==> src/rtl/pps_pkg.sv <==
package pps_pkg;

    // pool size default and fixed field widths
    localparam int POOL_SLOTS_DEF = 64;
    localparam int SLOT_W         = 6;
    localparam int CFG_IDX_W      = 3;
    localparam int CFG_DATA_W     = 32;
    localparam int GTERM_W        = 42;

    // 0.005 as an unsigned Q0.32 value
    localparam logic [24:0] GRAV_SCALE_Q32 = 25'd21474836;
    // life of a free slot, -1.0 in Q16.16
    localparam logic signed [31:0] LIFE_FREE = -32'sd65536;

    // configuration register indexes
    localparam logic [CFG_IDX_W-1:0] REG_LIFE_INIT    = 3'd0;
    localparam logic [CFG_IDX_W-1:0] REG_GRAVITY      = 3'd1;
    localparam logic [CFG_IDX_W-1:0] REG_TIME_SCALE   = 3'd2;
    localparam logic [CFG_IDX_W-1:0] REG_DIR_X        = 3'd3;
    localparam logic [CFG_IDX_W-1:0] REG_DIR_Y        = 3'd4;
    localparam logic [CFG_IDX_W-1:0] REG_DIR_Z        = 3'd5;
    localparam logic [CFG_IDX_W-1:0] REG_START_COLOUR = 3'd6;

    // command codes
    localparam logic CMD_SPAWN = 1'b0;
    localparam logic CMD_STEP  = 1'b1;

    typedef struct packed {
        logic signed [31:0] x;
        logic signed [31:0] y;
        logic signed [31:0] z;
    } vec3_t;

    // one slot record apart from its life
    typedef struct packed {
        vec3_t       pos;
        vec3_t       vel;
        logic [15:0] size;
        logic [31:0] colour;
    } rec_t;

    // write-back of one stepped slot
    typedef struct packed {
        logic [SLOT_W-1:0]  slot;
        logic signed [31:0] life;
        rec_t               rec;
    } wb_t;

    // report of one live slot
    typedef struct packed {
        logic [SLOT_W-1:0] slot;
        vec3_t             pos;
        logic [15:0]       size;
        logic [31:0]       colour;
        logic [63:0]       sq_dist;
    } res_t;

    function automatic logic signed [31:0] sat32(input logic signed [63:0] v);
        logic signed [31:0] r;
        if (v > 64'sd2147483647)
            r = 32'sh7fffffff;
        else if (v < -64'sd2147483648)
            r = 32'sh80000000;
        else
            r = v[31:0];
        return r;
    endfunction

    function automatic logic [63:0] sat_add64(input logic [63:0] a, input logic [63:0] b);
        logic [64:0] s;
        s = 65'(a) + 65'(b);
        return s[64] ? 64'hffff_ffff_ffff_ffff : s[63:0];
    endfunction

endpackage

==> src/rtl/pps_life_mem.sv <==
module pps_life_mem #(
    parameter int DEPTH = 64
) (
    input  logic                     clk,
    input  logic                     rst_n,
    input  logic                     rd_en,
    input  logic [$clog2(DEPTH)-1:0] rd_addr,
    output logic signed [31:0]       rd_life,
    input  logic                     wr_en,
    input  logic [$clog2(DEPTH)-1:0] wr_addr,
    input  logic signed [31:0]       wr_life
);
    import pps_pkg::*;

    logic signed [31:0] mem [DEPTH];
    logic [DEPTH-1:0]   written_reg;
    logic signed [31:0] rd_q_reg;
    logic               rd_vld_reg;

    // per-slot written flags, cleared at reset
    always_ff @(posedge clk or negedge rst_n)
    begin
        if (!rst_n)
        begin
            written_reg <= '0;
            rd_vld_reg  <= 1'b0;
        end
        else
        begin
            if (wr_en)
                written_reg[wr_addr] <= 1'b1;
            if (rd_en)
                rd_vld_reg <= written_reg[rd_addr];
        end
    end

    // storage, registered read
    always_ff @(posedge clk)
    begin
        if (wr_en)
            mem[wr_addr] <= wr_life;
        if (rd_en)
            rd_q_reg <= mem[rd_addr];
    end

    // never-written slot reads as free
    assign rd_life = rd_vld_reg ? rd_q_reg : LIFE_FREE;

endmodule

==> config.mk <==
export PLATFORM = sky130hd
export DESIGN_NAME = pps_life_mem
export DESIGN_NICKNAME = d
export VERILOG_FILES = /design/src/rtl/pps_pkg.sv /design/src/rtl/pps_life_mem.sv
export SDC_FILE = /design/constraint.sdc
export NUM_CORES = 2
export LEC_CHECK = 0
export BUFFER_PORTS_ARGS = -buffer_cell sky130_fd_sc_hd__buf_2
export CELL_PAD_IN_SITES_DETAIL_PLACEMENT = 1
export CELL_PAD_IN_SITES_GLOBAL_PLACEMENT = 1
export CORE_AREA = 3 3 383 385
export CTS_CLUSTER_DIAMETER = 80
export DETAILED_ROUTE_END_ITERATION = 8
export DIE_AREA = 0 0 386 388
export GPL_TIMING_DRIVEN = 0
export HOLD_SLACK_MARGIN = 0.1
export PLACE_DENSITY = 0.86
export SLEW_MARGIN = 20
export SYNTH_ARGS = -nofsm -noshare
export SYNTH_HDL_FRONTEND = slang
export SYNTH_SLANG_ARGS = --single-unit
==> constraint.sdc <==
create_clock -name clk -period 2.7 [get_ports clk]
set_clock_uncertainty 0.05 [all_clocks]
set_input_delay 0.27 -clock clk [delete_from_list [all_inputs] [get_ports clk]]
set_output_delay 0.27 -clock clk [all_outputs]
set_load 0.02 [all_outputs]
==> run summary <==
The run finished, with violations left. The final reports fail on setup timing. The share of the clock period used by the worst path after layout works out to 1.12. Setup repair after global routing could not meet its margin everywhere. At the worst endpoint, the required time is 3.21 ns.

The initial antenna violation count is 39. The clock-pin slew of the registers on the worst-case setup and hold paths was 0.07 ns. After filler insertion, the fill cell instance count of the layout stands at 10800.

The estimated wirelength of the detail-placed design came out at 162 mm. For the finished layout, the period the worst path requires is 3.04 ns. The tools report the die area as 150000 um^2. The boundary pin count was 80; the simple logic cell fraction of the synthesized area was 0.0156.

The run gives 0.414 as the overall global routing resource usage. The path class of the tightest hold or removal check is in -> reg. Timing would allow up to 329 MHz. For the pin with the worst max-slew slack, the measured transition is 1.42 ns. The ratio of cells with drive above 1 in the final layout is 0.355. The worst slack on hold paths is 0.126 ns.

The floorplan has 139 rows. The number of vias per cell after detailed routing came out at 8.06. The distinct cell type count after synthesis is 32, and the largest stage delay on the critical path is 0.80 ns. After routing the design area is 95200 um^2. The core region is 143000 um^2.

In the final layout, the multi-input gates occupy 17300 um^2. For the maximum number of pins on one net before global-route repair, the log shows 65. The top cell family by delay on the critical path is buffers and inverters. The number of sinks handled by clock tree synthesis was 2145; the post-synthesis area per instance was 24.5 um^2. The worst setup slack for register-to-register paths is -0.17 ns, and the number of flip-flops under the largest register name is 2048. The count of cells in the finished layout, fillers not included, comes to 5873. For this block, the initial DRC count from the detailed router was 11100.

Port buffering added 71 buffers. Setup violations remaining at the end of the flow were counted as 197. STA classifies the critical path startpoint as an input port. The floorplan step set the die width to 386 um. Dividing total power by cell area gives a power density of 758 nW/um^2. The number of max-slew violations in the final report is 0. In this run the clock root is driven by a sky130_fd_sc_hd__clkbuf_16. Clock tree synthesis inserted a total of 199 buffers. The height of the chip is 388 um, and the iteration count of the initial detailed-routing pass is 8. Leaving out fill and tap cells, the most frequent cell in the layout is sky130_fd_sc_hd__edfxtp_1. Routability-driven placement finished with a final weighted congestion of 0.849. The routed wirelength normalized by instance count is 54.8 um. For this run the aggregate overflow at the end of global routing stands at 0. The critical path goes through buf_2 -> buf_2 -> clkdlybuf4s15_2 -> mux4_2 -> mux4_2 -> a22oi_1 -> nand2_1. The count of buffer and inverter cells on the critical path is 3. The tools report the initial core utilization as 0.569. The synthesized-area fraction occupied by ao, oa, aoi and oai cells is 0.00745.

For the aggregate routed wire length, the log shows 322 mm. The worst setup path is captured at a flip-flop. The critical path in this run is classified as in -> reg. The maximum level of the CTS H-tree is 4. The share of the yosys chip area belonging to registers was 0.785.

The detail route stage leaves a number of antenna-violating nets equal to 0. The adder-cell area share of the yosys netlist works out to 0. The post-route setup TNS was -18.51 ns; the number of vias after detailed routing was 47400. For this design, the slowest cell found on the critical path is sky130_fd_sc_hd__clkdlybuf4s15_2. The worst slew margin relative to its limit is 0.0508, and the first-pass GRT wire length is 412 mm. Across the whole layout, storage elements account for 64100 um^2. For the worst-skew pair, the clock arrives at the later sink with an insertion delay of 0.91 ns. For this run, the number of Yosys warnings is 0. For the worst path setup slack after routing, the log shows -0.336 ns. In the layout the commonest cells are 2080 x sky130_fd_sc_hd__edfxtp_1, 641 x sky130_fd_sc_hd__mux4_2, 204 x sky130_fd_sc_hd__clkbuf_16, 99 x sky130_fd_sc_hd__clkbuf_1, 93 x sky130_fd_sc_hd__buf_16. After detailed placement, the design holds a cell count of 5428. The via count of the first global-routing pass is 45500, and the post-synthesis xor/xnor area fraction is 0. The share of synthesized area spent on multiplexers was 0.181.

The total of flip-flops plus latches after synthesis came out at 2145. VDD sags by at most 0.752 mV. Data arrives at the worst endpoint at 3.55 ns.

The logs give 0 for the final hold violation count and 87800 um^2 for the placed standard-cell area. The main combinational cell family by area after synthesis is multiplexers. The tool flagged a number of max-cap violations equal to 0.

TritonCTS built the clock tree. From synthesis to final layout, the design area changed by 16.6%. The top fanout value on the critical path is 10, and the instance count of the mapped netlist is 3335. Summing every instance area after synthesis gives 81600 um^2. The longest clock path from root to sink contains 3 buffers. The tools report the number of nets in the layout as 3825.

Synthesis produced a netlist with a net count of 3383. The tools report the post-layout utilization of the core as 0.663. The standby leakage power is 30.2 nW, and the post-detailed-route DRC marker count is 0.
area by class of cell:
| class | instances | share of cell area |
|---|---|---|
| Inverter | 3 | 0.000118 |
| Clock buffer | 268 | 0.0570 |
| Multi-Input combinational cell | 1012 | 0.181 |
| Tap cell | 1903 | 0.0250 |
| Clock inverter | 100 | 0.00982 |
| Buffer | 175 | 0.0102 |
| Sequential cell | 2145 | 0.673 |
| Timing Repair Buffer | 241 | 0.0425 |
| Antenna cell | 26 | 0.000683 |
power breakdown:
part	switching [mW]	internal (mW)	total [mW]
Sequential	0.347	36.9	37.3
Clock	14.4	15.7	30.0
Combinational	3.17	1.64	4.81
synth_stat cells:
| cell | count | area, um^2 |
|---|---|---|
| sky130_fd_sc_hd__a211o_1 | 3 | 26.3 |
| sky130_fd_sc_hd__or3_1 | 1 | 6.26 |
| sky130_fd_sc_hd__nor2_1 | 77 | 289 |
| sky130_fd_sc_hd__a22oi_1 | 52 | 390 |
| sky130_fd_sc_hd__buf_4 | 13 | 97.6 |
| sky130_fd_sc_hd__nand3_1 | 10 | 50.1 |
| sky130_fd_sc_hd__a311oi_1 | 2 | 17.5 |
| sky130_fd_sc_hd__o22ai_1 | 4 | 25.0 |
| sky130_fd_sc_hd__mux2i_1 | 33 | 330 |
| sky130_fd_sc_hd__a31oi_1 | 5 | 31.3 |
| sky130_fd_sc_hd__mux4_2 | 641 | 14400 |
| sky130_fd_sc_hd__nor2b_1 | 12 | 75.1 |
| sky130_fd_sc_hd__buf_2 | 68 | 340 |
| sky130_fd_sc_hd__nand4b_1 | 1 | 8.76 |
| sky130_fd_sc_hd__inv_1 | 3 | 11.3 |
| sky130_fd_sc_hd__nand3b_1 | 2 | 15.0 |
| sky130_fd_sc_hd__or2_2 | 65 | 407 |
| sky130_fd_sc_hd__a21oi_1 | 5 | 25.0 |
| sky130_fd_sc_hd__nand2_1 | 41 | 154 |
| sky130_fd_sc_hd__edfxtp_1 | 2080 | 62500 |
| sky130_fd_sc_hd__nor3_1 | 2 | 10.0 |
| sky130_fd_sc_hd__a211oi_1 | 11 | 82.6 |
| sky130_fd_sc_hd__buf_6 | 5 | 56.3 |
| sky130_fd_sc_hd__nand4_1 | 1 | 6.26 |
| sky130_fd_sc_hd__nand2b_1 | 21 | 131 |
| sky130_fd_sc_hd__clkbuf_1 | 82 | 308 |
| sky130_fd_sc_hd__dfrtp_1 | 65 | 1630 |
| sky130_fd_sc_hd__a41o_1 | 1 | 10.0 |
| sky130_fd_sc_hd__and2_1 | 18 | 113 |
| sky130_fd_sc_hd__buf_1 | 7 | 26.3 |
| sky130_fd_sc_hd__mux2_2 | 3 | 33.8 |
| sky130_fd_sc_hd__or3b_2 | 1 | 8.76 |
path summary, 6_finish.rpt:
kind | from | end | cells after the start
worst max-delay path | rd_addr[2] | rd_q_reg[29] | 7
min in group asynchronous | rst_n | written_reg[54] | 4
worst max register to register | mem[61][4] | rd_q_reg[4] | 4
worst min register to register | written_reg[18] | written_reg[18] | 1
max in group asynchronous | rst_n | written_reg[48] | 4
worst min-delay path | wr_life[5] | mem[62][5] | 2
kinds of logic after synthesis:
family,count (synthesis)
buffers and inverters,178
and+or+nand+nor,252
muxes,677
AOI/OAI and AO/OA,83
DFF,2145
worst reg2reg max path: stages (launching register included):
cell and delay (ns):
sky130_fd_sc_hd__edfxtp_1 0.45, sky130_fd_sc_hd__mux4_2 0.57, sky130_fd_sc_hd__mux4_2 0.57, sky130_fd_sc_hd__a22oi_2 0.66, sky130_fd_sc_hd__nand2_1 0.27
layer usage:
layer	share of wire	vias up	GRT usage
met2	0.45	6512	0.619
met4	0.097	16	0.272
met3	0.17	1726	0.145
met1	0.29	23900	0.518
li1	-	15200	-
met5	0.0010	-	0.000325
metrics by stage:
stage | power (mW) | setup WS, ns
6_report | 72.1 | -0.336
5_1_grt | 73.0 | -0.236
4_1_cts | 70.4 | -0.0320
3_5_place_dp | 42.0 | -2.02
3_3_place_gp | 41.5 | -2.34
2_1_floorplan | 39.9 | -0.249
repair_timing:
| action | CTS | global route |
|---|---|---|
| endpoints found under the setup margin | 124 | 74 |
| pin swaps | 6 | 5 |
| gates resized for setup | 67 | 42 |
| hold buffers | 7 | 29 |
| hold endpoints to repair | 287 | 1824 |
| buffers inserted | 6 | 4 |
No activity file was read; power rests on OpenSTA's default activity.
